$ cat config.mk
export PLATFORM = sky130hd
export DESIGN_NAME = fuzzy_subsequence_match_score_unit
export DESIGN_NICKNAME = d
export VERILOG_FILES = /design/src/fsms_pkg.sv /design/src/fsms_match.sv /design/src/fuzzy_subsequence_match_score_unit.sv
export SDC_FILE = /design/constraint.sdc
export NUM_CORES = 1
export LEC_CHECK = 0
export ABC_AREA = 1
export BUFFER_PORTS_ARGS = -buffer_cell sky130_fd_sc_hd__buf_2
export CAP_MARGIN = 10
export CELL_PAD_IN_SITES_DETAIL_PLACEMENT = 1
export CELL_PAD_IN_SITES_GLOBAL_PLACEMENT = 1
export CORE_AREA = 2 2 239 288
export DETAILED_ROUTE_END_ITERATION = 16
export DIE_AREA = 0 0 241 290
export GPL_ROUTABILITY_DRIVEN = 0
export PLACE_DENSITY = 0.69
export SLEW_MARGIN = 20
export SYNTH_ARGS = -nofsm -noshare
export SYNTH_HDL_FRONTEND = slang
export SYNTH_SLANG_ARGS = --single-unit
$ cat constraint.sdc
create_clock -name clk -period 6.8 [get_ports clk]
set_input_delay 0.68 -clock clk [delete_from_list [all_inputs] [get_ports clk]]
set_output_delay 0.68 -clock clk [all_outputs]
set_load 0.01 [all_outputs]
$ cat src/fsms_pkg.sv
package fsms_pkg;

  localparam int QUERY_MAX = 32;
  localparam int NAME_MAX  = 255;
  localparam int CHAR_W    = 16;
  localparam int SCORE_W   = 16;

  localparam int QIDX_W  = (QUERY_MAX > 1) ? $clog2(QUERY_MAX) : 1;
  localparam int QLEN_W  = $clog2(QUERY_MAX + 1);
  localparam int NAME_W  = $clog2(NAME_MAX + 1);

  localparam int FIRST_GAP_WEIGHT = 10;
  localparam int LATER_GAP_WEIGHT = 80;

  localparam int TERM_W  = NAME_W + 7;
  localparam int SUM_W   = ((TERM_W > SCORE_W) ? TERM_W : SCORE_W) + 1;
  localparam int PROD_W  = QLEN_W + NAME_W;
  localparam int TOTAL_W = ((PROD_W > SCORE_W) ? PROD_W : SCORE_W) + 1;

  localparam logic [SCORE_W-1:0] SCORE_MAX = {SCORE_W{1'b1}};

  typedef enum logic [1:0] {
    OP_CLEAR  = 2'd0,
    OP_APPEND = 2'd1,
    OP_NAME   = 2'd2
  } op_t;

  typedef struct packed {
    op_t               op;
    logic [CHAR_W-1:0] char_code;
    logic              last_char;
  } item_t;

  typedef struct packed {
    logic [QLEN_W-1:0]  query_length;
    logic [NAME_W-1:0]  name_length;
    logic [SCORE_W-1:0] gap_sum;
    logic               empty;
    logic               matched;
  } tally_t;

endpackage

$ cat src/fsms_match.sv
module fsms_match (
  input  logic            clk,
  input  logic            rst,
  input  logic            item_valid,
  output logic            item_ready,
  input  fsms_pkg::item_t item,
  output logic            tally_valid,
  input  logic            tally_ready,
  output fsms_pkg::tally_t tally
);

  logic [fsms_pkg::CHAR_W-1:0] query_store [fsms_pkg::QUERY_MAX];

  logic [fsms_pkg::QLEN_W-1:0]  query_length, query_length_next;
  logic [fsms_pkg::QLEN_W-1:0]  match_pointer, match_pointer_next;
  logic [fsms_pkg::NAME_W-1:0]  resume_position, resume_position_next;
  logic [fsms_pkg::NAME_W-1:0]  name_position, name_position_next;
  logic [fsms_pkg::SCORE_W-1:0] gap_sum, gap_sum_next;

  logic [fsms_pkg::CHAR_W-1:0]  query_char;
  logic                         in_range;
  logic                         hit;
  logic [fsms_pkg::NAME_W-1:0]  gap;
  logic [fsms_pkg::TERM_W-1:0]  term;
  logic [fsms_pkg::SUM_W-1:0]   sum;
  logic [fsms_pkg::SCORE_W-1:0] gap_sum_hit;
  logic [fsms_pkg::NAME_W-1:0]  name_position_adv;
  logic                         fire;
  logic                         emit;
  logic                         append_ok;
  fsms_pkg::tally_t             tally_next;

  function automatic logic [fsms_pkg::CHAR_W-1:0] fold_case(
    input logic [fsms_pkg::CHAR_W-1:0] c
  );
    logic [fsms_pkg::CHAR_W-1:0] r;
    r = c;
    if (c >= fsms_pkg::CHAR_W'("A") && c <= fsms_pkg::CHAR_W'("Z")) begin
      r = c + fsms_pkg::CHAR_W'(32);
    end
    return r;
  endfunction

  assign item_ready = !tally_valid || tally_ready;
  assign fire       = item_valid && item_ready;
  assign emit       = fire && (item.op == fsms_pkg::OP_NAME) && item.last_char;
  assign append_ok  = query_length < fsms_pkg::QLEN_W'(fsms_pkg::QUERY_MAX);

  always_comb begin
    query_char = query_store[match_pointer[fsms_pkg::QIDX_W-1:0]];
    in_range   = name_position < fsms_pkg::NAME_W'(fsms_pkg::NAME_MAX);
    hit        = in_range && (match_pointer < query_length) &&
                 (fold_case(query_char) == fold_case(item.char_code));
    gap        = name_position - resume_position;
    if (gap == '0) begin
      term = fsms_pkg::TERM_W'(1);
    end else if (match_pointer == '0) begin
      term = fsms_pkg::TERM_W'(gap) * fsms_pkg::TERM_W'(fsms_pkg::FIRST_GAP_WEIGHT);
    end else begin
      term = fsms_pkg::TERM_W'(gap) * fsms_pkg::TERM_W'(fsms_pkg::LATER_GAP_WEIGHT);
    end
    sum = fsms_pkg::SUM_W'(gap_sum) + fsms_pkg::SUM_W'(term);
    if (sum > fsms_pkg::SUM_W'(fsms_pkg::SCORE_MAX)) begin
      gap_sum_hit = fsms_pkg::SCORE_MAX;
    end else begin
      gap_sum_hit = sum[fsms_pkg::SCORE_W-1:0];
    end
    name_position_adv = in_range ? name_position + fsms_pkg::NAME_W'(1) : name_position;

    query_length_next    = query_length;
    match_pointer_next   = match_pointer;
    resume_position_next = resume_position;
    name_position_next   = name_position;
    gap_sum_next         = gap_sum;

    case (item.op)
      fsms_pkg::OP_CLEAR: begin
        query_length_next    = '0;
        match_pointer_next   = '0;
        resume_position_next = '0;
        name_position_next   = '0;
        gap_sum_next         = '0;
      end
      fsms_pkg::OP_APPEND: begin
        if (append_ok) begin
          query_length_next = query_length + fsms_pkg::QLEN_W'(1);
        end
        match_pointer_next   = '0;
        resume_position_next = '0;
        name_position_next   = '0;
        gap_sum_next         = '0;
      end
      fsms_pkg::OP_NAME: begin
        if (hit) begin
          match_pointer_next   = match_pointer + fsms_pkg::QLEN_W'(1);
          resume_position_next = name_position + fsms_pkg::NAME_W'(1);
          gap_sum_next         = gap_sum_hit;
        end
        name_position_next = name_position_adv;
      end
      default: begin
      end
    endcase

    tally_next.query_length = query_length;
    tally_next.name_length  = name_position_next;
    tally_next.gap_sum      = gap_sum_next;
    tally_next.empty        = query_length == '0;
    tally_next.matched      = (query_length == '0) || (match_pointer_next >= query_length);

    if (item.op == fsms_pkg::OP_NAME && item.last_char) begin
      match_pointer_next   = '0;
      resume_position_next = '0;
      name_position_next   = '0;
      gap_sum_next         = '0;
    end
  end

  always_ff @(posedge clk) begin
    if (rst) begin
      query_length    <= '0;
      match_pointer   <= '0;
      resume_position <= '0;
      name_position   <= '0;
      gap_sum         <= '0;
      tally_valid     <= 1'b0;
    end else begin
      if (fire) begin
        query_length    <= query_length_next;
        match_pointer   <= match_pointer_next;
        resume_position <= resume_position_next;
        name_position   <= name_position_next;
        gap_sum         <= gap_sum_next;
      end
      if (emit) begin
        tally_valid <= 1'b1;
      end else if (tally_ready) begin
        tally_valid <= 1'b0;
      end
    end
  end

  always_ff @(posedge clk) begin
    if (emit) begin
      tally <= tally_next;
    end
  end

  always_ff @(posedge clk) begin
    if (fire && item.op == fsms_pkg::OP_APPEND && append_ok) begin
      query_store[query_length[fsms_pkg::QIDX_W-1:0]] <= item.char_code;
    end
  end

`ifndef SYNTH
  a_pointer_within_query: assert property (@(posedge clk) disable iff (rst)
    match_pointer <= query_length)
    else $error("match pointer beyond query length");

  a_resume_not_ahead: assert property (@(posedge clk) disable iff (rst)
    resume_position <= name_position)
    else $error("resume position ahead of name position");

  a_pointer_within_name: assert property (@(posedge clk) disable iff (rst)
    match_pointer <= name_position)
    else $error("more matches than name characters");

  a_name_bounded: assert property (@(posedge clk) disable iff (rst)
    name_position <= fsms_pkg::NAME_W'(fsms_pkg::NAME_MAX))
    else $error("name position past limit");

  a_tally_held: assert property (@(posedge clk) disable iff (rst)
    tally_valid && !tally_ready |=> tally_valid && $stable(tally))
    else $error("pending tally lost or changed");
`endif

endmodule

$ cat src/fuzzy_subsequence_match_score_unit.sv
// the request with the last name char passes the input, tally and output registers to m_tvalid
// throughput: one request per cycle, every opcode, unless m_tready stalls; each name char is
// one compare and one gap update against the query store entry at the match pointer
// results wait in an output register; requests are accepted until the tally register also fills
// reset (rst, synchronous): query length and name state cleared, no result pending
module fuzzy_subsequence_match_score_unit (
  input  logic        clk,
  input  logic        rst,
  input  logic        s_tvalid,
  output logic        s_tready,
  input  logic [15:0] s_tdata,   // char_code[15:0]
  input  logic [1:0]  s_tuser,   // opcode[1:0]
  input  logic        s_tlast,   // last_char
  output logic        m_tvalid,
  input  logic        m_tready,
  output logic [15:0] m_tdata,   // score[15:0]
  output logic [0:0]  m_tuser    // matched
);

  logic                         in_valid;
  logic                         in_ready;
  fsms_pkg::item_t              in_item;
  logic                         tally_valid;
  logic                         out_ready;
  fsms_pkg::tally_t             tally;
  logic [fsms_pkg::PROD_W-1:0]  prod;
  logic [fsms_pkg::TOTAL_W-1:0] total;
  logic [fsms_pkg::SCORE_W-1:0] score;

  assign s_tready  = !in_valid || in_ready;
  assign out_ready = !m_tvalid || m_tready;

  always_ff @(posedge clk) begin
    if (rst) begin
      in_valid <= 1'b0;
    end else if (s_tready) begin
      in_valid <= s_tvalid;
    end
  end

  always_ff @(posedge clk) begin
    if (s_tvalid && s_tready) begin
      in_item.op        <= fsms_pkg::op_t'(s_tuser);
      in_item.char_code <= s_tdata;
      in_item.last_char <= s_tlast;
    end
  end

  fsms_match u_match (
    .clk         (clk),
    .rst         (rst),
    .item_valid  (in_valid),
    .item_ready  (in_ready),
    .item        (in_item),
    .tally_valid (tally_valid),
    .tally_ready (out_ready),
    .tally       (tally)
  );

  always_comb begin
    prod  = fsms_pkg::PROD_W'(tally.query_length) * fsms_pkg::PROD_W'(tally.name_length);
    total = fsms_pkg::TOTAL_W'(prod) + fsms_pkg::TOTAL_W'(tally.gap_sum);
    if (tally.empty) begin
      score = fsms_pkg::SCORE_W'(1);
    end else if (!tally.matched) begin
      score = '0;
    end else if (total > fsms_pkg::TOTAL_W'(fsms_pkg::SCORE_MAX)) begin
      score = fsms_pkg::SCORE_MAX;
    end else begin
      score = total[fsms_pkg::SCORE_W-1:0];
    end
  end

  always_ff @(posedge clk) begin
    if (rst) begin
      m_tvalid <= 1'b0;
    end else if (out_ready) begin
      m_tvalid <= tally_valid;
    end
  end

  always_ff @(posedge clk) begin
    if (out_ready && tally_valid) begin
      m_tdata <= score;
      m_tuser <= tally.matched;
    end
  end

endmodule

=== After elaboration in Yosys (flattened, before gate mapping) ===
Memories as Yosys holds them, arrays and structs flattened. A register that Yosys moved wholly into a read port is not among the register bits.
Index checks and enable logic that the tools add are counted.
Widths: inputs -> output; s select.

* Bits in registers: 115
* RAM bits: 512
* Bits of input ports: 23
* Output and inout bits: 19
* Word-level logic and storage cells: 104
* Memories: 1

* Add/sub/neg operators: 8
* Multipliers: 3
* Magnitude comparators: 10
* Eq/ne operators: 5
* Multiplexer cells: 27
* Bitwise logic cells: 1
* Reductions and logical operators: 30

{| class="wikitable"
|+ Memory list
! name !! depth !! bits a word !! rd ports !! clocked after Yosys merged registers in !! write ports !! line !! source
|-
| u_match.query_store || 32 || 16 || 1 || 1 || 1 || fsms_match.sv:12 || <nowiki>logic [fsms_pkg::CHAR_W-1:0] query_store [fsms_pkg::QUERY_MAX];</nowiki>
|}

{| class="wikitable"
|+ Operator list
! kind !! count
|-
| $mux 16 || 6
|-
| $gt 17x16->1 const B || 2
|-
| $add 16x6->16 const B || 2
|-
| $ge 16x7->1 const B || 2
|-
| $le 16x7->1 const B || 2
|-
| $mux 8 || 4
|-
| $pmux 16 s2 || 1
|-
| $pmux 8 s2 || 2
|-
| $mux 15 || 2
|-
| $pmux 6 s2 || 2
|-
| $mul 8x3->11 const B || 2
|-
| $mux 6 || 3
|-
| $add 14x16->17 || 1
|-
| $add 16x15->17 || 1
|-
| $eq 16x16->1 || 1
|-
| $mul 6x8->14 || 1
|-
| $add 6x1->6 const B || 2
|-
| $logic_and 1x1->1 || 12
|-
| $logic_not 6->1 || 2
|-
| $mux 5 || 2
|-
| $add 8x1->8 const B || 1
|-
| $logic_not 8->1 || 1
|-
| $lt 8x8->1 const B || 1
|-
| $sub 8x8->8 || 1
|-
| other kinds (16) || 28
|}

=== Longest topological paths before layout ===
Gate-level depths: netlist (run 1).

* Word-level depth: 10
* Gate-level depth with buffers: 36
* Depth with buffers taken out: 35

=== Hierarchy ===
Synthesis (run 1) repeated with hierarchy kept, for this count alone.

* Cells, all modules: 3010
* Area total of the unflattened synthesis: 30355.4 um^2

{| class="wikitable"
|+ By module, submodules not included
! module !! instances !! cells an instance !! area an instance (um^2)
|-
| fsms_match || 1 || 2544 || 26555.5
|-
| fuzzy_subsequence_match_score_unit || 1 || 466 || 3799.9
|}

=== Worst setup path after synthesis (run 1) ===
Ideal clock, no wire load.

* Kind: reg2reg
* From: register, netlist name u_match.tally[31]
* To: register m_tdata[5] (data pin)
* Setup time: 0.250 ns
* Arrival: 4.912 ns
* Required time: 6.550 ns
* Path slack: 1.638 ns
* Cell stages (with the launch flop): 26
* Period minus slack after synthesis: 5.162 ns
* Path through: edfxtp_1 -> clkbuf_1 -> nand2_1 -> fa_1 -> inv_1 -> fa_1 -> fa_1 -> fa_1 -> ha_1 -> nand2_1 -> nor3_1 -> nand2_1 -> o211ai_1 -> a21oi_1 -> o21ai_0 -> a21oi_1 -> o21bai_1 -> a21oi_1 -> nor2_1 -> nor2_1 -> nor2_1 -> o21ai_0 -> clkbuf_1 -> nand2_1 -> nand2_1 -> inv_1

* Cells in the longest elaborated chain, start to end: 4

{| class="wikitable"
|+ Ends and longest elaborated chain
! element !! line !! source
|-
| $mul 6x8->14 * || fuzzy_subsequence_match_score_unit.sv:61 || <nowiki>prod = fsms_pkg::PROD_W'(tally.query_length) * fsms_pkg::PROD_W'(tally.name_length);</nowiki>
|-
| $add 14x16->17 * || fuzzy_subsequence_match_score_unit.sv:62 || <nowiki>total = fsms_pkg::TOTAL_W'(prod) + fsms_pkg::TOTAL_W'(tally.gap_sum);</nowiki>
|-
| $gt 17x16->1 || fuzzy_subsequence_match_score_unit.sv:67 || <nowiki>end else if (total > fsms_pkg::TOTAL_W'(fsms_pkg::SCORE_MAX)) begin</nowiki>
|-
| $mux 16 * || fuzzy_subsequence_match_score_unit.sv:67 ||
|-
| end signal: assignment || fuzzy_subsequence_match_score_unit.sv:84 || <nowiki>m_tdata <= score;</nowiki>
|-
| end: declaration || fuzzy_subsequence_match_score_unit.sv:16 || <nowiki>output logic [15:0] m_tdata,</nowiki>
|}

Mark *: on every way between the ends. The rest lies on a longest branch, timed or not.
A chain may end at the register's enable or synchronous reset.

==> impl_metrics.toml, run 1 <==
[detailed_routing]
vias = 21300
dr.pass1.iters = 6
vias_per_cell = 5.52
wl_um = 86000
wire_per_inst_um = 22.4
drcViolationCount = 0
drt-initial-drc-count = 1590
antenna_left = 0

[pwr]
power_density_nw_per_um2 = 252
p_total_w = 0.00837
clkPwrFrac = 0.425
seqPwrFrac = 0.514
p_sw_frac = 0.229
irDropWorstVdd_mv = 0.217
p_leak_nw = 12.8
p_int_w = 0.00645
combPwrFrac = 0.060
p_switching_w = 0.00191

[clock_tree]
cts_buffers = 66
clock_latency_ps = 620
clock-root-buffer = "clkbuf_16"
clockBufferDepth = 3
cts_htree_levels = 3
hold_buffers = 0
cts_tree = "built"
post_cts_resized = 0
clk_pin_slew_ps = 60
cts.sinks = 632
cts_setup_buffers = 0

[layout]
drive_gt1_frac = 0.0899
final_common_cell = "nand2_1"
fillers = 7311
syn_to_final_growth_pct = 10.5
most-common-layout-cells = "nand2_1 (911), edfxtp_1 (580), nand3_1 (461)"
stdcell_count = 3848
fin_nets = 3046
n_antenna_cell = 0
fin_util = 0.496

[sta]
slew_headroom = 0.231
fin_hold_ws_ps = 233
max_freq_ghz = 0.171
worst_pin_slew_ps = 1150
timing.final.crit_share = 0.861
tns_ps = 0
fin_crit_ps = 5850
drv_slew = 0
setup_viol = 0
hold_viol = 0
rsz0062_at_grt = "no"
clock-skew-final_ps = 23.3

[floorplan]
io_pins = 42
die_h_um = 290
fp.dieW_um = 241
rows = 104
core_area_um2 = 66900
initial_core_util = 0.449
dieArea_um2 = 69900

[global_route]
grt_max_degree = 132
antenna_found_initial = 1
grt.overflow.total = 0
first_global_vias = 22800
grt_usage = 0.250
grt_pass1_wl_um = 133000

[min_path]
hold_path_class = "in2reg"

[critical_path]
cp_slowest_cell = "buf_4"
critPathMostFrequentCell = "nand2_1"
critPathRequiredTime_ps = 7090
worstPathArrival_ps = 6140
crit_fanout = 85
r2r_setup_slack_ps = 950
cp-start-kind = "register"
path_class = "reg2reg"
slowest_delay_ps = 840
end_kind = "register"

[synthesis]
synthCells = 2870
synth_cell_types = 47
yosysWarnings = 0
synth-seq-cells = 632
syn_area_um2 = 30000
syn_area_per_cell_um2 = 10.5
yosysSeqAreaShare = 0.615
syn_nets = 3017

[job]
cap_violations = 0

[status]
status = "complete, no violations"

[placed_design]
hpwl_um = 53300
io_buffers = 41
dp_cells = 3732
## cells by family (layout without fill, tap and decap cells)
group | Yosys count | after routing | share of synthesized area
XOR/XNOR | 55 | 55 | 0.0161
AND/OR/NAND/NOR | 1526 | 1526 | 0.215
flip-flops | 632 | 632 | 0.615
AO/OA/AOI/OAI | 178 | 178 | 0.0359
buffers and inverters | 354 | 431 | 0.0559
multiplexers | 1 | 1 | 0.000334
adder cells (fa/ha/maj) | 124 | 124 | 0.0615
## layer usage
| layer | share of wire | wire, um | GRT usage | up-vias |
|---|---|---|---|---|
| met2 | 0.51 | 43900 | 0.439 | 519 |
| met5 | 0.00015 | 13 | 0 | - |
| met4 | 0.037 | 3220 | 0.103 | 2 |
| met1 | 0.41 | 35100 | 0.310 | 10800 |
| li1 | - | - | - | 9797 |
| met3 | 0.044 | 3810 | 0.0318 | 151 |
## per-stage QoR
| step | instance area, um^2 | setup WS [ps] |
|---|---|---|
| CTS | 33100 | 692 |
| global placement | 31000 | 1070 |
| global route | 33200 | 176 |
| detailed placement | 31000 | 731 |
| floorplan | 30000 | 1640 |
| finish | 33200 | 949 |
## sequential cells by signal, summed over array words and instances (netlist names), named ones only
| register | count |
|---|---|
| m_tdata | 16 |
| u_match.resume_position | 8 |
| u_match.tally | 32 |
| in_item | 19 |
| in_valid | 1 |
| u_match.match_pointer | 6 |
| u_match.query_length | 6 |
| u_match.name_position | 8 |
| u_match.gap_sum | 16 |
| u_match.tally_valid | 1 |
| m_tuser | 1 |
| u_match.query_store | 512 |
| m_tvalid | 1 |
## critical path: cells and delay by family (launching register included)
kind,cells,cell delay (ps)
buffers and inverters,3,1190
adder cells (fa/ha/maj),1,300
AND/OR/NAND/NOR,19,2320
AO/OA/AOI/OAI,6,940
flip-flops,1,700
## Yosys cell counts, drive strengths merged
library cell / n / share of area
nand2: 929 / 0.12
edfxtp: 580 / 0.58
nand3: 461 / 0.077
inv: 216 / 0.027
a21oi: 109 / 0.022
buf: 109 / 0.025
nor2: 97 / 0.012
ha: 85 / 0.035
dfxtp: 52 / 0.035
fa: 39 / 0.026
o21ai: 34 / 0.0057
xor2: 32 / 0.0093
clkbuf: 28 / 0.0035
xnor2: 23 / 0.0067
nand4: 14 / 0.0031
nor3: 13 / 0.0025
o211ai: 6 / 0.0015
o21bai: 6 / 0.0015
nand3b: 4 / 0.0010
o22ai: 4 / 0.00083
a21o: 3 / 0.00075
a22oi: 3 / 0.00075
nor4: 3 / 0.00063
o21a: 3 / 0.00075
o31ai: 3 / 0.00075
or2: 3 / 0.00063
a211oi: 2 / 0.00050
a21boi: 2 / 0.00050
a2111oi: 1 / 0.00029
a31o: 1 / 0.00029
and2: 1 / 0.00021
clkinv: 1 / 0.00012
mux2i: 1 / 0.00033
o32ai: 1 / 0.00029
or4: 1 / 0.00025
## area by class of cell
class | count | area (um^2) | area share
repair buffers | 98 | 708 | 0.0214
multi-input cells | 1884 | 9960 | 0.300
well taps | 901 | 1130 | 0.0340
inverters | 217 | 825 | 0.0249
flip-flops and latches | 632 | 18500 | 0.557
clock inverters | 37 | 348 | 0.0105
clock buffers | 79 | 1730 | 0.0522
## power groups by stage
stage | Clock [W] | Combinational [W] | Sequential [W]
after CTS | 0.00362 | 0.000507 | 0.00430
after global routing | 0.00375 | 0.000564 | 0.00430
after global placement | 0 | 0.000485 | 0.00439
after floorplan | 0 | 0.000301 | 0.00441
after detailed placement | 0 | 0.000505 | 0.00439
final | 0.00356 | 0.000504 | 0.00430
## worst paths after layout
kind,startpoint,end,depth (start not counted)
hold / removal,s_tdata[10],in_item[11]$_DFFE_PP_,1
setup reg to reg,register,u_match.tally[0]$_DFFE_PP_,29
hold reg to reg,u_match.resume_position[6]$_SDFFE_PP0P_,u_match.resume_position[6]$_SDFFE_PP0P_,2
setup / recovery,register,u_match.tally[0]$_DFFE_PP_,29
Note: power is estimated with default switching activity, not from simulation.
==> run 2: changes to the inputs <==
Settings changed: CELL_PAD_IN_SITES_DETAIL_PLACEMENT 1 to 0, CORE_AREA 2 2 239 288 to 2 2 241 290, DIE_AREA 0 0 241 290 to 0 0 243 292, SKIP_LAST_GASP from default to 1, SYNTH_HIERARCHICAL from default to 1.
==> run 2 against run 1 <==
Effect of this change:
- clock-buffer cell count grew 4
- setup slack better by 470 ps
- synthesized cell count is 4.9% higher
- area after synthesis grew 1.1%
- sequential cell count unchanged
- total power down 0.65%
- sequential share of layout area is 0.85 points lower
- utilization down 0.099 points
- register-to-register slack better by 470 ps
- critical endpoint is now u_match/gap_sum[15]$_SDFFE_PP0P_
- largest power group unchanged
==> impl_metrics.toml, run 2 <==
[pwr]
irDropWorstVdd_mv = 0.188
p_total_w = 0.00831
power_density_nw_per_um2 = 247
p_leak_nw = 13.4

[synthesis]
syn_area_um2 = 30400
synth-edff-count = 580
synth_area_leaders = "edfxtp_1 (57%), nand2_1 (13%), nand3_1 (7.6%)"
yosysWarnings = 6
ys_top_cells_by_count = "nand2_1 (1013), edfxtp_1 (580), nand3_1 (459), inv_1 (254), nor2_1 (101)"
synthArstFlopShare = 0
yosysMostFrequentCell = "nand2_1"
syn_nets = 3155
syn_area_per_cell_um2 = 10.1
synth_cell_types = 49
yosysSeqAreaShare = 0.608
synth-seq-cells = 632
synth_area_leader_cell = "edfxtp_1"
synthCells = 3010
synthFlopType = "edfxtp_1"
synth_top_area_share = 0.574

[layout]
fin_nets = 3188
final_common_cell = "nand2_1"
fillers = 6302
most-common-layout-cells = "nand2_1 (1013), edfxtp_1 (580), nand3_1 (459)"
drive_gt1_frac = 0.0830
syn_to_final_growth_pct = 10.9
largest_register_ff_count = 512

[global_route]
grt_usage = 0.225
antenna_found_initial = 1
grt_pass1_wl_um = 123000
grt_max_degree = 196
first_global_vias = 21100
grt.overflow.total = 0

[floorplan]
core_area_um2 = 68100
initial_core_util = 0.446
rows = 105
fp.dieW_um = 243
dieArea_um2 = 71000
io_pins = 42
die_h_um = 292

[clock_tree]
cts_tree = "built"
cts.sinks = 632
cts_setup_buffers = 0
cts_buffers = 67
clk_pin_slew_ps = 60
clock-root-buffer = "clkbuf_16"
clockBufferDepth = 3
hold_buffers = 0
cts_htree_levels = 3
post_cts_resized = 0
clock_latency_ps = 630

[min_path]
hold_path_class = "in2reg"
holdPathStages = 1

[sta]
drv_slew = 0
timing.final.crit_share = 0.791
worst_pin_slew_ps = 1130
fin_crit_ps = 5380
setup_viol = 0
max_freq_ghz = 0.186
clock-skew-final_ps = 36.4
tns_ps = 0
slew_headroom = 0.246
rsz0062_at_grt = "no"
hold_viol = 0

[critical_path]
critPathRequiredTime_ps = 7260
critPathMostFrequentCell = "a21oi_1"
end_kind = "register"
worstPathArrival_ps = 5840
path_class = "reg2reg"
cp-start-kind = "register"
r2r_setup_slack_ps = 1420
slowest_delay_ps = 420
r2r_cells = 31
crit_fanout = 5
cp_slowest_cell = "dfxtp_1"

[detailed_routing]
drt-initial-drc-count = 1810
wl_um = 79500
wire_per_inst_um = 19.8
vias = 21100
vias_per_cell = 5.27
antenna_left = 0
drcViolationCount = 0
dr.pass1.iters = 5

[placed_design]
hpwl_um = 48000
io_buffers = 41

[status]
status = "complete, no violations"

[job]
cap_violations = 0
-- run 2: path summary, 6_finish.rpt --
path,from,endpoint
setup / recovery,u_match/name_position[2]$_SDFFE_PP0P_,u_match/gap_sum[15]$_SDFFE_PP0P_
hold / removal,s_tdata[5],in_item[6]$_DFFE_PP_
setup reg to reg,u_match/name_position[2]$_SDFFE_PP0P_,u_match/gap_sum[15]$_SDFFE_PP0P_
hold reg to reg,u_match/resume_position[3]$_SDFFE_PP0P_,u_match/resume_position[3]$_SDFFE_PP0P_
-- run 2: per-stage QoR --
stage                      util  instances  cell area, um^2  hold slack (ps)  setup WS, ps
final                     0.495       4007            33700              227          1420
after global routing      0.495       4007            33700              214           905
after global placement    0.463       3883            31500              453          1580
after CTS                 0.495       4006            33700              194          1470
after detailed placement  0.463       3883            31500              457          1520
after floorplan               -       3010            30400              435          1910
-- run 2: critical path, delay by kind of cell, from the launching register on --
family | cells | cell delay [ps]
fa+ha+maj | 3 | 1000
xor+xnor | 2 | 510
compound gates | 11 | 1580
buf+inv | 1 | 60
simple gates | 14 | 1670
flops | 1 | 420
-- run 2: where the power goes --
group          leakage (nW)  switching (W)  internal, W
Sequential             5.70      0.0000192      0.00428
Combinational          6.62       0.000319     0.000148
Clock                  1.04        0.00153      0.00201
Total                  13.4        0.00187      0.00644
-- run 2: cells by family after synthesis --
family	count (synthesis)	share of synthesized area
AND/OR/NAND/NOR	1648	0.230
AO/OA/AOI/OAI	163	0.0318
buffers and inverters	399	0.0571
XOR/XNOR	45	0.0130
adder cells (fa/ha/maj)	122	0.0599
flip-flops	632	0.608
multiplexers	1	0.000330
-- run 2: final cells by class --
type | instances | area, um^2 | share of cell area
Clock buffer | 83 | 1760 | 0.0522
Clock inverter | 40 | 375 | 0.0111
Timing Repair Buffer | 102 | 713 | 0.0212
Sequential cell | 632 | 18500 | 0.548
Inverter | 261 | 991 | 0.0294
Tap cell | 909 | 1140 | 0.0338
Antenna cell | 1 | 2.50 | 0.0000743
Multi-Input combinational cell | 1979 | 10200 | 0.304
-- run 2: per-layer routing --
metal,vias to the layer above,share of wire,track usage
li1,10200,-,-
met1,10300,0.44,0.306
met2,528,0.49,0.382
met3,102,0.046,0.0210
met4,0,0.025,0.0723
met5,-,0,0
==> run 3: changes to the inputs <==
Clock period 6.8 ns to 5.1 ns, I/O delays scaled along.
==> run 3 against run 2 <==
Effect of this change:
- utilization is 1.6 points higher
- design area is 3.2% higher
- total power is 37% higher
- sequential cell count stayed put
- sequential power is 33% higher
- sequential share of layout area is 1.7 points lower
- setup slack worse by 1200 ps
- register-to-register slack worse by 1200 ps
- non-clock buffer count is 65 higher
- via count is 1.6% higher
- clock skew is 4.6 ps higher
- hold slack worse by 170 ps
- critical path type unchanged
- largest cell class unchanged
- largest power group unchanged
==> impl_metrics.toml, run 3 (same netlist as run 2, synthesis figures left out) <==
[layout]
largest_register_ff_count = 512
n_antenna_cell = 0
syn_to_final_growth_pct = 14.5
fin_nets = 3253
fillers = 6249
fin_util = 0.511
most-common-layout-cells = "nand2_1 (1004), edfxtp_1 (580), nand3_1 (456)"
final_area_um2 = 34800
drive_gt1_frac = 0.127
final_common_cell = "nand2_1"

[sta]
rsz0062_at_grt = "yes"
fin_crit_ps = 4900
drv_slew = 0
setup_viol = 0
timing.final.crit_share = 0.960
clock-skew-final_ps = 41.0
hold_viol = 0
max_freq_ghz = 0.204
fin_hold_ws_ps = 60.3
slew_headroom = 0.325
worst_slack_ps = 203
worst_pin_slew_ps = 1010

[global_route]
grt_usage = 0.231
grt_max_degree = 84
grt.overflow.total = 0
first_global_vias = 21400
grt_pass1_wl_um = 125000
antenna_found_initial = 2

[status]
status = "complete, no violations"

[placed_design]
postPlaceCellArea_um2 = 32000
pre_cts_ws_ps = -6.80
hpwl_um = 51900
io_buffers = 41

[min_path]
hp-start = "s_tdata[14]"
holdPathStages = 1
holdPathEnd = "in_item[15]$_DFFE_PP_"
hold_path_class = "in2reg"

[clock_tree]
cts.sinks = 632
cts_buffers = 67
clock_latency_ps = 620
clockBufferDepth = 3
clk_pin_slew_ps = 60
cts_htree_levels = 3
cts_tree = "built"
clock-root-buffer = "clkbuf_16"

[detailed_routing]
wire_per_inst_um = 20.2
vias = 21500
drcViolationCount = 0
dr.pass1.iters = 5
wl_um = 82200
vias_per_cell = 5.27
drt-initial-drc-count = 1677
antenna_left = 0

[job]
cap_violations = 0

[critical_path]
cp-start-kind = "register"
r2r_cells = 33
end_kind = "register"
crit_family = "adder cells"
cp_slowest_cell = "fa_2"
cp-startpoint = "u_match/name_position[0]$_SDFFE_PP0P_"
critPathRequiredTime_ps = 5530
r2r-start = "u_match/name_position[0]$_SDFFE_PP0P_"
worstPathArrival_ps = 5330
critPathBufInv = 5
path_class = "reg2reg"
slowest_delay_ps = 400
crit_fanout = 8
critPathMostFrequentCell = "nand2_1"
r2r-end = "u_match/gap_sum[10]$_SDFFE_PP0P_"
r2r_setup_slack_ps = 200

[pwr]
power_density_nw_per_um2 = 328
irDropWorstVdd_mv = 0.213
p_sw_frac = 0.230
p_leak_nw = 13.8
clkPwrFrac = 0.423
p_int_w = 0.00878
seqPwrFrac = 0.503
combPwrFrac = 0.075
p_switching_w = 0.00262

[floorplan]
fp.dieW_um = 243
io_pins = 42
initial_core_util = 0.446
dieArea_um2 = 71000
rows = 105
core_area_um2 = 68100
die_h_um = 292
-- run 3: cell count changes in the layout (fill, tap and decap cells not counted), moves of 6 or more --
| cell | previous run | this run |
|---|---|---|
| o21ai_0 | 25 | 18 |
| a21oi_2 | 11 | 25 |
| nand2_2 | 5 | 13 |
| ha_4 | 0 | 9 |
| buf_4 | 57 | 109 |
| a21oi_1 | 86 | 67 |
| nor2_1 | 91 | 85 |
| nand2_1 | 1013 | 1004 |
| buf_12 | 4 | 15 |
| nor2_2 | 8 | 16 |
| ha_1 | 83 | 73 |
-- run 3: stage by stage --
stage          total power (W)  setup TNS [ps]  std cells
3_5_place_dp           0.00649           -16.2       3933
3_3_place_gp           0.00648               0       3933
6_report                0.0114               0       4068
2_1_floorplan          0.00625               0       3010
5_1_grt                 0.0118           -1370       4068
4_1_cts                 0.0113               0       4053
-- run 3: power groups by stage --
stage	Combinational, W	Clock (W)	Sequential [W]
global placement	0.000640	0	0.00584
global route	0.000927	0.00512	0.00573
finish	0.000851	0.00482	0.00573
detailed placement	0.000652	0	0.00584
CTS	0.000654	0.00492	0.00573
floorplan	0.000379	0	0.00587
-- run 3: final cells by class --
cell class	instances	area, um^2	area share
well taps	909	1140	0.0327
repair buffers	167	1350	0.0387
clock buffers	79	1740	0.0501
inverters	261	1000	0.0288
flip-flops and latches	632	18500	0.531
clock inverters	41	414	0.0119
multi-input cells	1979	10700	0.306
-- run 3: worst reg2reg max path, delay by kind of cell, from the launching register on --
family | cells | cell delay [ps]
and+or+nand+nor | 13 | 1340
xor gates and xnor gates | 1 | 190
AOI/OAI and AO/OA | 9 | 950
adders and majority gates | 5 | 1380
buffers and inverters | 5 | 550
DFF | 1 | 330
-- run 3: worst max path at each step --
stage                                  endpoint  slack (ps)  cells after the start
2_1_floorplan  u_match/gap_sum[11]$_SDFFE_PP0P_         210                     34
3_5_place_dp    u_match/gap_sum[6]$_SDFFE_PP0P_          -7                     34
5_1_grt        u_match/gap_sum[13]$_SDFFE_PP0P_        -110                     35
3_3_place_gp   u_match/gap_sum[15]$_SDFFE_PP0P_          90                     34
4_1_cts        u_match/gap_sum[13]$_SDFFE_PP0P_           4                     34
6_report       u_match/gap_sum[10]$_SDFFE_PP0P_         200                     33
-- run 3: routing by layer --
metal | GRT usage | up-vias | share of wire
met1 | 0.305 | 10500 | 0.43
met5 | 0 | - | 0
li1 | - | 10300 | -
met2 | 0.397 | 578 | 0.49
met4 | 0.0724 | 0 | 0.026
met3 | 0.0280 | 118 | 0.046
-- run 3: timing repair --
item | in CTS | in global routing
setup endpoints to repair | 15 | 33
gates cloned | 0 | 1
gates resized for setup | 2 | 101
hold buffers | 0 | 0
buffers inserted | 0 | 14
pin swaps | 0 | 53
